--- config.mk ---
export PLATFORM = sky130hd
export DESIGN_NAME = lvpr_position
export DESIGN_NICKNAME = d
export VERILOG_FILES = /design/src/lvpr_pkg.sv /design/src/lvpr_position.sv
export SDC_FILE = /design/constraint.sdc
export NUM_CORES = 1
export LEC_CHECK = 0
export BUFFER_PORTS_ARGS = -buffer_cell sky130_fd_sc_hd__clkbuf_2
export CORE_UTILIZATION = 45
export DETAILED_ROUTE_END_ITERATION = 10
export PLACE_DENSITY = 0.65
export SETUP_SLACK_MARGIN = 0.3
export SKIP_CTS_REPAIR_TIMING = 1
export SLEW_MARGIN = 0
export SYNTH_ARGS = -nofsm -noshare
export SYNTH_HDL_FRONTEND = slang
export SYNTH_SLANG_ARGS = --single-unit
--- constraint.sdc ---
create_clock -name clk -period 18.8 [get_ports clk]
set_clock_uncertainty 0.05 [all_clocks]
set_input_delay 1.88 -clock clk [delete_from_list [all_inputs] [get_ports clk]]
set_output_delay 1.88 -clock clk [all_outputs]
set_load 0.02 [all_outputs]
--- src/lvpr_pkg.sv ---
// Shared constants, types and helper functions of the local variance pixel reject core.
// Used by every module under src but lvpr_line_mem; it depends on nothing else.
`default_nettype none

package lvpr_pkg;

  // Default sizes for the top-level parameters
  localparam int MAX_WIDTH_DEF  = 512;
  localparam int PIXEL_BITS_DEF = 16;

  // Fixed field widths of the stream words
  localparam int VALUE_BITS   = 16;
  localparam int ROW_BITS     = 12;
  localparam int OUT_COL_BITS = 9;
  localparam int IN_DATA_BITS = 16;
  localparam int OUT_DATA_BITS = 40;

  // Frame geometry arithmetic is done at this width (holds up to 4096 and beyond)
  localparam int DIM_BITS   = 13;
  localparam int HEIGHT_MAX = 4096;
  localparam int DIM_MIN    = 3;

  // Configuration registers
  localparam int LIMIT_BITS     = 31;
  localparam int FWIDTH_BITS    = 10;
  localparam int FHEIGHT_BITS   = 13;
  localparam int CFG_DATA_BITS  = 31;
  localparam int CFG_INDEX_BITS = 2;
  localparam int LIMIT81_BITS   = 38;

  localparam logic [CFG_INDEX_BITS-1:0] REG_VARIANCE_LIMIT = 2'd0;
  localparam logic [CFG_INDEX_BITS-1:0] REG_FRAME_WIDTH    = 2'd1;
  localparam logic [CFG_INDEX_BITS-1:0] REG_FRAME_HEIGHT   = 2'd2;

  localparam logic [LIMIT_BITS-1:0]   VARIANCE_LIMIT_RST = 31'd3000;
  localparam logic [FWIDTH_BITS-1:0]  FRAME_WIDTH_RST    = 10'd320;
  localparam logic [FHEIGHT_BITS-1:0] FRAME_HEIGHT_RST   = 13'd240;

  // Position of the pixel just accepted, in the form the output needs
  typedef struct packed {
    logic [ROW_BITS-1:0]     row_out;   // row of the window centre
    logic [OUT_COL_BITS-1:0] col_out;   // column of the window centre
    logic                    interior;  // full 3x3 window available
    logic                    last;      // last interior pixel of the frame
  } pos_t;

  // Side information carried along the variance pipeline
  typedef struct packed {
    logic [ROW_BITS-1:0]     row;
    logic [OUT_COL_BITS-1:0] col;
    logic [VALUE_BITS-1:0]   centre;
    logic                    last;
  } meta_t;

  // One finished result word
  typedef struct packed {
    logic [ROW_BITS-1:0]     row;
    logic [OUT_COL_BITS-1:0] col;
    logic [VALUE_BITS-1:0]   value;
    logic                    rejected;
    logic                    last;
  } res_t;

  // Clamp a frame dimension into [DIM_MIN, hi]
  function automatic logic [DIM_BITS-1:0] clamp_dim(input logic [DIM_BITS-1:0] v,
                                                    input logic [DIM_BITS-1:0] hi);
    logic [DIM_BITS-1:0] r;
    r = v;
    if (v < DIM_BITS'(DIM_MIN)) r = DIM_BITS'(DIM_MIN);
    else if (v > hi) r = hi;
    return r;
  endfunction

  // 81 * limit by shifts and adds
  function automatic logic [LIMIT81_BITS-1:0] times81(input logic [LIMIT_BITS-1:0] v);
    logic [LIMIT81_BITS-1:0] x;
    x = LIMIT81_BITS'(v);
    return (x << 6) + (x << 4) + x;
  endfunction

endpackage

`default_nettype wire

--- src/lvpr_position.sv ---
// Raster position tracker: row and column of each accepted pixel, with wrap.
// Depends on lvpr_pkg for the dimension width and the position type.
`default_nettype none

module lvpr_position #(
  parameter int MAX_WIDTH = lvpr_pkg::MAX_WIDTH_DEF
) (
  input  wire logic                                 clk,
  input  wire logic                                 rst,
  input  wire logic                                 accept,
  input  wire logic                                 frame_start,
  input  wire logic [lvpr_pkg::DIM_BITS-1:0]        width_eff,
  input  wire logic [lvpr_pkg::DIM_BITS-1:0]        height_eff,
  output lvpr_pkg::pos_t                            pos,
  output logic      [$clog2(MAX_WIDTH)-1:0]         addr
);

  localparam int COL_BITS = $clog2(MAX_WIDTH);
  localparam int DB       = lvpr_pkg::DIM_BITS;
  localparam int RB       = lvpr_pkg::ROW_BITS;
  localparam int OCB      = lvpr_pkg::OUT_COL_BITS;

  logic [RB-1:0]       row;
  logic [COL_BITS-1:0] col;
  logic [RB-1:0]       row_next;
  logic [COL_BITS-1:0] col_next;

  logic [DB-1:0] col_base, row_base, row_wrap;
  logic [DB-1:0] c, r, c_inc, r_inc, r_dec, c_dec;

  // Place the incoming pixel, wrapping a position left beyond a changed size
  always_comb begin
    col_base = frame_start ? '0 : DB'(col);
    row_base = frame_start ? '0 : DB'(row);
    c        = col_base;
    row_wrap = row_base;
    if (col_base >= width_eff) begin
      c        = '0;
      row_wrap = row_base + DB'(1);
    end
    r = (row_wrap >= height_eff) ? '0 : row_wrap;

    c_inc = c + DB'(1);
    r_inc = r + DB'(1);
    if (c_inc >= width_eff) begin
      col_next = '0;
      row_next = (r_inc >= height_eff) ? '0 : r_inc[RB-1:0];
    end else begin
      col_next = c_inc[COL_BITS-1:0];
      row_next = r[RB-1:0];
    end

    r_dec        = r - DB'(1);
    c_dec        = c - DB'(1);
    pos.row_out  = r_dec[RB-1:0];
    pos.col_out  = c_dec[OCB-1:0];
    pos.interior = (r >= DB'(2)) && (c >= DB'(2));
    pos.last     = (r == height_eff - DB'(1)) && (c == width_eff - DB'(1));
    addr         = c[COL_BITS-1:0];
  end

  // Advance the counters on each accepted word
  always_ff @(posedge clk) begin
    if (rst) begin
      row <= '0;
      col <= '0;
    end else if (accept) begin
      row <= row_next;
      col <= col_next;
    end
  end

endmodule

`default_nettype wire

Yosys cells after proc, flatten, opt, wreduce, memory -nomap -nowiden
Cells that the tools add are included.
{"block": "totals", "register_bits": 21, "input_bits": 30, "out_inout_bits": 32, "word_cells": 27}
{"block": "classes", "add_sub_neg": 7, "n_lt_le_gt_ge": 6, "n_eq_ne": 2, "muxes": 8, "n_reduce_logical": 2}
{"op": "$ge 13x13->1", "count": 3}
{"op": "$mux 12", "count": 3}
{"op": "$mux 9", "count": 3}
{"op": "$add 13x1->13 const B", "count": 2}
{"op": "$eq 13x13->1", "count": 2}
{"op": "$ge 13x2->1 const B", "count": 2}
{"op": "$mux 13", "count": 2}
{"op": "$sub 13x1->13 const B", "count": 2}
{"op": "$add 12x1->13 const B", "count": 1}
{"op": "$ge 9x13->1", "count": 1}
{"op": "$sub 12x1->12 const B", "count": 1}
{"op": "$sub 9x1->9 const B", "count": 1}
{"op": "$logic_and 1x1->1", "count": 2}

Logic depth before layout (Yosys ltp)
Gate-level depths: netlist of run 1.
{"block": "logic_depth", "word_depth": 9, "ltp_mapped": 32, "depth_no_buf": 30}

Worst setup path before layout of run 1
Ideal clock, no wire load.
{"block": "synth_path", "kind": "input to output", "from": "input frame_start", "to": "output pos[0] (netlist bit)", "t_arrival_ps": 7726, "required_ps": 16870, "path_slack_ps": 9144, "stages": 25, "path_buffers": 2, "cell_sequence": "buf_1 -> clkinv_1 -> nand2_1 -> inv_1 -> ha_1 -> nand4_1 -> or2_4 -> o211a_1 -> buf_6 -> nor2_1 -> xnor2_1 -> ha_1 -> nand2b_1 -> a21o_1 -> a2111oi_0 -> o21ai_1 -> nor2_1 -> ha_1 -> nand2_1 -> nor3_1 -> o221ai_1 -> or4_1 -> a2111oi_0 -> nand4_1 -> nor4_2"}
{"item": "start, declared", "line_no": "lvpr_position.sv:11", "text": "input wire logic frame_start,"}
{"item": "end, declared", "line_no": "lvpr_position.sv:14", "text": "output lvpr_pkg::pos_t pos,"}

==> results of run 1 <==
## worst reg2reg max path: cells and delay by family (launching register included)
| family | cells | cell delay [ns] |
|---|---|---|
| simple gates | 7 | 1.39 |
| xor+xnor | 2 | 0.56 |
| compound gates | 13 | 3.69 |
| flops | 1 | 0.34 |
| buf+inv | 1 | 0.23 |
| fa+ha+maj | 4 | 1.23 |
## worst max path at each step
stage           startpoint      to  slack [ns]
5_1_grt        frame_start  pos[0]        7.22
2_1_floorplan  frame_start  pos[0]        9.14
4_1_cts        frame_start  pos[0]        7.92
3_5_place_dp   frame_start  pos[0]        7.94
3_3_place_gp   frame_start  pos[0]        8.23
6_report       frame_start  pos[0]        7.82
## sequential cells by signal, indices dropped and copies added (netlist names)
name and cells:
col 9, row 12
## power groups by stage
stage / Combinational, mW / Sequential (mW) / Clock, mW
after floorplan: 0.0478 / 0.0480 / 0
after global placement: 0.0678 / 0.0488 / 0
after detailed placement: 0.0686 / 0.0488 / 0
after CTS: 0.0690 / 0.0477 / 0.0298
after global routing: 0.0767 / 0.0481 / 0.0327
final: 0.0696 / 0.0478 / 0.0291
## area by class of cell
| type | count | area (sq um) |
|---|---|---|
| flip-flops and latches | 21 | 420 |
| clock buffers | 3 | 41.3 |
| inverters | 43 | 161 |
| clock inverters | 1 | 5.00 |
| multi-input cells | 502 | 3420 |
| fillers | 901 | 4240 |
| repair buffers | 66 | 343 |
| well taps | 108 | 135 |
## stage by stage
step / total power, mW / cell area, sq um / setup slack [ns]
5_1_grt: 0.157 / 4520 / 7.22
3_5_place_dp: 0.117 / 4480 / 7.94
4_1_cts: 0.147 / 4520 / 7.92
6_report: 0.146 / 4520 / 7.82
2_1_floorplan: 0.0958 / 4100 / 9.14
3_3_place_gp: 0.117 / 4480 / 8.23
## metal layers
metal  track usage  up-vias  wire (microns)
met2         0.500      179            6470
met4         0.135        0             682
met1         0.342     2085            5820
li1              -     2227               -
met3        0.0302       41             672
met5             0        -               0
## placed cells by master, fill, tap and decap left out, drive strengths merged, types with 4 or more instances in the layout
cell	instances
xnor2	46
nand2b	11
o211ai	6
o31ai	4
or2	6
a2111oi	4
a21o	4
nand3	34
a22oi	4
o21a	6
nand2	53
and4	4
a311oi	7
nor3	19
dfxtp	21
nand4	13
mux2i	5
a31oi	6
nor2b	21
nor2	55
clkbuf	64
inv	42
ha	54
xor2	11
or4	6
and2	6
a211oi	5
buf	5
and3	9
a21oi	36
nor4	11
o21ai	27
## logic make-up after synthesis
logic type / share of synthesized area
and+or+nand+nor: 0.320
AOI/OAI and AO/OA: 0.215
buffers and inverters: 0.0638
xor gates and xnor gates: 0.122
adders and majority gates: 0.165
DFF: 0.103
muxes: 0.0122
==> key figures, run 1 <==
Finish
  – Inserted Diodes: 0
  – Nets: 721
  – Post-layout util: 0.516
  – Area Overhead vs Synth: 10.3%
  – Final Non-Filler Cells: about 740
  – Layout cells sized above 1: 0.134

Clocking
  – Root Driver: clkbuf_8
  – Clock buffer depth: 2
  – H-tree depth: 1
  – CTS tree: built
  – Num CTS Buffers: 3
  – CTS clk-pin slew, worst paths: 0.08 ns
  – Clock sink count: 21
  – Clk_lat worst skew: between 0.2 and 0.3 ns

Power
  – Combinational power share: 0.475
  – Clk network pwr share: 0.199
  – IR drop worst, VDD: around 0.000028 V
  – Psw: ~60 uW
  – Sequential power share: 0.326
  – Sw Ratio: 0.412
  – Lkg Pwr: approximately 2.0 nW
  – Pint: 86.1 uW
  – Power density over the cells: roughly 32 mW/mm^2

Logic synthesis
  – Post-synth EDFFs: 0
  – Synth cell types: between 60 and 70
  – Cells after Synth: just under 600
  – Syn nets: 672
  – Mean area per synthesized cell: around 7 sq um
  – Yosys top cell by area: ha_1
  – Post-synth ARST share: 0
  – Synth Register Bits: 21
  – Warnings from Yosys: 0
  – Synth area leaders: ha_1 (16%), dfxtp_1 (10%), xnor2_1 (9.8%)
  – Most common cell in the synthesized netlist: nor2_1
  – Most frequent cells after synthesis: nor2_1 (55), ha_1 (54), nand2_1 (53)
  – Dominant synthesized flop cell: dfxtp_1
  – Post-Syn Area: just over 0.004 sq mm
  – Share of the yosys chip area belonging to registers: 0.103
  – Post-synth top area share: 0.165

Global route
  – First-pass GRT wire length: around 22000 microns
  – Largest net degree at the start of global routing: 39
  – Gr ovfl total: 0
  – Total GRT Usage: 0.284
  – Initial antenna violation count: 0
  – Number of global-route vias before repair: 4373

STA
  – Slew margin rel.: 0.280
  – RSZ-0062 raised after global routing: no
  – Max Fclk: around 91 MHz
  – Final Max Tran Viols: 0
  – WHS: between 0.4 and 0.5 ns
  – Slew @ Worst Pin: roughly 1.1 ns
  – Total Neg Setup Slack: 0 ns
  – Period utilisation layout: 0.584
  – Final hold violations: 0
  – Setup-failing EPs final: 0
  – Post-layout min period: 10.98 ns

Worst setup path
  – R2R setup slack: between 10 and 15 ns
  – CP delay by family, top: simple AND/OR/NAND/NOR gates
  – Crit path depth: 25
  – Startpoint Class: input pin
  – Crit-path slowest cell: nor2_1
  – Worst Setup End Kind: primary output
  – CP peak stage delay: 0.65 ns
  – Worst r2r dst: row[5]
  – Critical path buffers and inverters: 4
  – Most frequent cell on the critical path: ha_1
  – Worst EP required: 16.87 ns
  – R2r worst-path depth: 27
  – Setup CP Type: input pin to primary output
  – Crit path DAT: approximately 9 ns
  – CP max FO: 22
  – R2R Path Start: col[8]

Route
  – First DRT Iteration DRCs: 206
  – Via density: around 6.1
  – Routed via count: 4532
  – # DRC: 0
  – Drt total wl: ~14000 microns
  – Drt first pass iters: 5
  – Routed WL per cell: ~18 microns
  – Antenna viol nets, final: 0

Hold path
  – Worst Hold Path EP: col[3]
  – HP Start: col[3]
  – Hold Crit Class: flop to flop
  – WHS Path Cells: 2

Place
  – DP HPWL: 11200 microns
  – RePlAce Congestion: 0.992
  – Post-Place Cells: 740
  – # port buffers: 61

Floorplan
  – Core Region: 0.00876 sq mm
  – Num ports: between 60 and 70
  – Die area: roughly 0.0095 sq mm
  – Starting density of the core: 0.468
  – Die Ht: 97.5 microns
  – Core Rows: 34
  – Die Width: 97.5 microns

Job
  – Total of max-cap violations: 0

Outcome
  – Outcome: completed
No activity file was read; power rests on OpenSTA's default activity.
==> inputs of run 2 (changes only) <==
PLACE_DENSITY = 0.68   (was 0.65)
clock period = 9.15 ns   (was 18.8 ns; I/O delays follow)
==> key figures, run 2 (synthesized netlist as in run 1, its figures left out) <==
Outcome
  – Outcome: completed (unchanged)

Global route
  – Total GRT Usage: 0.286 (was 0.284)
  – Initial antenna violation count: 0 (unchanged)
  – First-pass GRT wire length: 22100 microns (was 21900 microns)
  – Gr ovfl total: 0 (unchanged)
  – Number of global-route vias before repair: 4456 (was 4373)
  – Largest net degree at the start of global routing: 39 (unchanged)

Route
  – Top sig layer: met4 (unchanged)
  – Routed length on met3: 603 microns (was 672 microns)
  – Drt total wl: 13600 microns (about the same)
  – Met1 wire length: 5970 microns (was 5820 microns)
  – First DRT Iteration DRCs: 348 (was 206)
  – Routed via count: 4584 (was 4532)
  – Routed WL per cell: 18.2 microns (was 18.3 microns)
  – # DRC: 0 (unchanged)
  – Met2 Routed Length: 6440 microns (was 6470 microns)
  – Drt first pass iters: 5 (unchanged)
  – Via density: 6.13 (was 6.09)
  – Antenna viol nets, final: 0 (unchanged)

STA
  – Slew margin rel.: 0.335 (was 0.280)
  – Fin worst setup slack: 0.783 ns (was 7.82 ns)
  – Setup-failing EPs final: 0 (unchanged)
  – Max Fclk: 120 MHz
  – Total Neg Setup Slack: 0 ns (unchanged)
  – Final hold violations: 0 (unchanged)
  – Period utilisation layout: 0.914
  – RSZ-0062 raised after global routing: no (unchanged)
  – Slew @ Worst Pin: 0.997 ns (was 1.08 ns)
  – Final Max Tran Viols: 0 (unchanged)
  – Post-layout min period: about 8.4 ns

Finish
  – Most frequent cells in the layout: clkbuf_2 (61), nor2_1 (55), ha_1 (54), nand2_1 (53), xnor2_1 (46) (unchanged)
  – Largest registers: row: 12 flops, col: 9 flops (unchanged)
  – Final-layout fill cell count: 895 (was 901)
  – Post-layout util: 0.521 (was 0.516)
  – Layout cells sized above 1: 0.145 (was 0.134)
  – Flip-flop count of the largest register after layout: 12 (unchanged)
  – Final Non-Filler Cells: 748 (was 744)
  – Nets: 725 (was 721)
  – Largest register by flop count: row (unchanged)
  – Area Overhead vs Synth: 11.4% (was 10.3%)
  – Commonest non-fill, non-tap cell in the layout: clkbuf_2 (unchanged)
  – Inserted Diodes: 0 (unchanged)

Place
  – RePlAce Congestion: 0.983 (was 0.992)
  – Post-Place Cells: 744 (was 740)
  – Pre-CTS setup slack: 0.649 ns (was 7.94 ns)
  – # port buffers: 61 (unchanged)
  – DP HPWL: 11100 microns (was 11200 microns)

Worst setup path
  – Crit-path slowest cell: or4_4 (was nor2_1)
  – CP delay by family, top: simple AND/OR/NAND/NOR gates (unchanged)
  – Worst EP required: 8.19 ns (was 16.87 ns)
  – Critical path buffers and inverters: 4 (unchanged)
  – Crit path DAT: 7.40 ns (was 9.05 ns)
  – Setup CP Type: input pin to primary output (unchanged)
  – R2R setup slack: 2.11 ns (was 11.23 ns)
  – Worst Setup End Kind: primary output (unchanged)
  – CP peak stage delay: 0.55 ns (was 0.65 ns)
  – CP max FO: 22 (unchanged)
  – Startpoint Class: input pin (unchanged)

Floorplan
  – Core Rows: 34 (unchanged)
  – Die Ht: 97.5 microns (unchanged)
  – Num ports: 62 (unchanged)
  – Die Width: 97.5 microns (unchanged)
  – Die area: 0.00950 sq mm (unchanged)
  – Starting density of the core: 0.468 (unchanged)
  – Core Region: 0.00876 sq mm (unchanged)

Power
  – Power density over the cells: 66.6 mW/mm^2 (was 32.4 mW/mm^2)
  – IR drop worst, VDD: 0.0000576 V (was 0.0000283 V)
  – Lkg Pwr: 2.05 nW (was 2.03 nW)
  – Total power: 304 uW (was 146 uW)

Clocking
  – Clk_lat worst skew: 0.26 ns (about the same)
  – H-tree depth: 1 (unchanged)
  – Clock sink count: 21 (unchanged)
  – Root Driver: clkbuf_8 (unchanged)
  – Clock buffer depth: 2 (unchanged)
  – Num CTS Buffers: 3 (unchanged)
  – CTS tree: built (unchanged)
  – CTS clk-pin slew, worst paths: 0.08 ns (about the same)

Hold path
  – Hold Crit Class: flop to flop (unchanged)

Job
  – Total of max-cap violations: 0 (unchanged)
==> run 2: routing by layer <==
layer	GRT usage	vias to the layer above
met3	0.0281	41
met1	0.353	2138
met5	0	-
met2	0.498	171
met4	0.131	0
li1	-	2234
==> run 2: tightest hold or removal path: cells and delay by family, from the launching register on <==
family	cells	cell delay [ns]
and+or+nand+nor	1	0.06
AOI/OAI and AO/OA	1	0.06
DFF	1	0.31
==> run 2: where the power goes <==
group	total (mW)	leakage [nW]	switching, mW	internal [mW]
clock	0.0607	0.0255	0.0303	0.0303
sequential	0.0982	0.171	0.00378	0.0944
combinational	0.145	1.85	0.0923	0.0532
total	0.304	2.05	0.126	0.178
==> run 2: area by class of cell <==
type	instances	area (sq um)	area share
Clock inverter	1	5.00	0.00110
Clock buffer	3	41.3	0.00904
Multi-Input combinational cell	502	3430	0.750
Tap cell	108	135	0.0296
Timing Repair Buffer	70	373	0.0816
Sequential cell	21	420	0.0920
Inverter	43	165	0.0362
==> run 2: per-stage QoR <==
stage          area [sq um]  hold slack, ns
6_report               4570           0.425
5_1_grt                4570           0.455
4_1_cts                4550           0.428
3_5_place_dp           4510           0.415
3_3_place_gp           4510           0.403
2_1_floorplan          4100           0.392
==> run 2: final timing paths <==
check | startpoint | to | cells past startpoint
worst max-delay path | frame_start | pos[0] | 25
worst max register to register | col[8] | row[5] | 28
worst min-delay path | col[3] | col[3] | 2
worst min register to register | col[3] | col[3] | 2
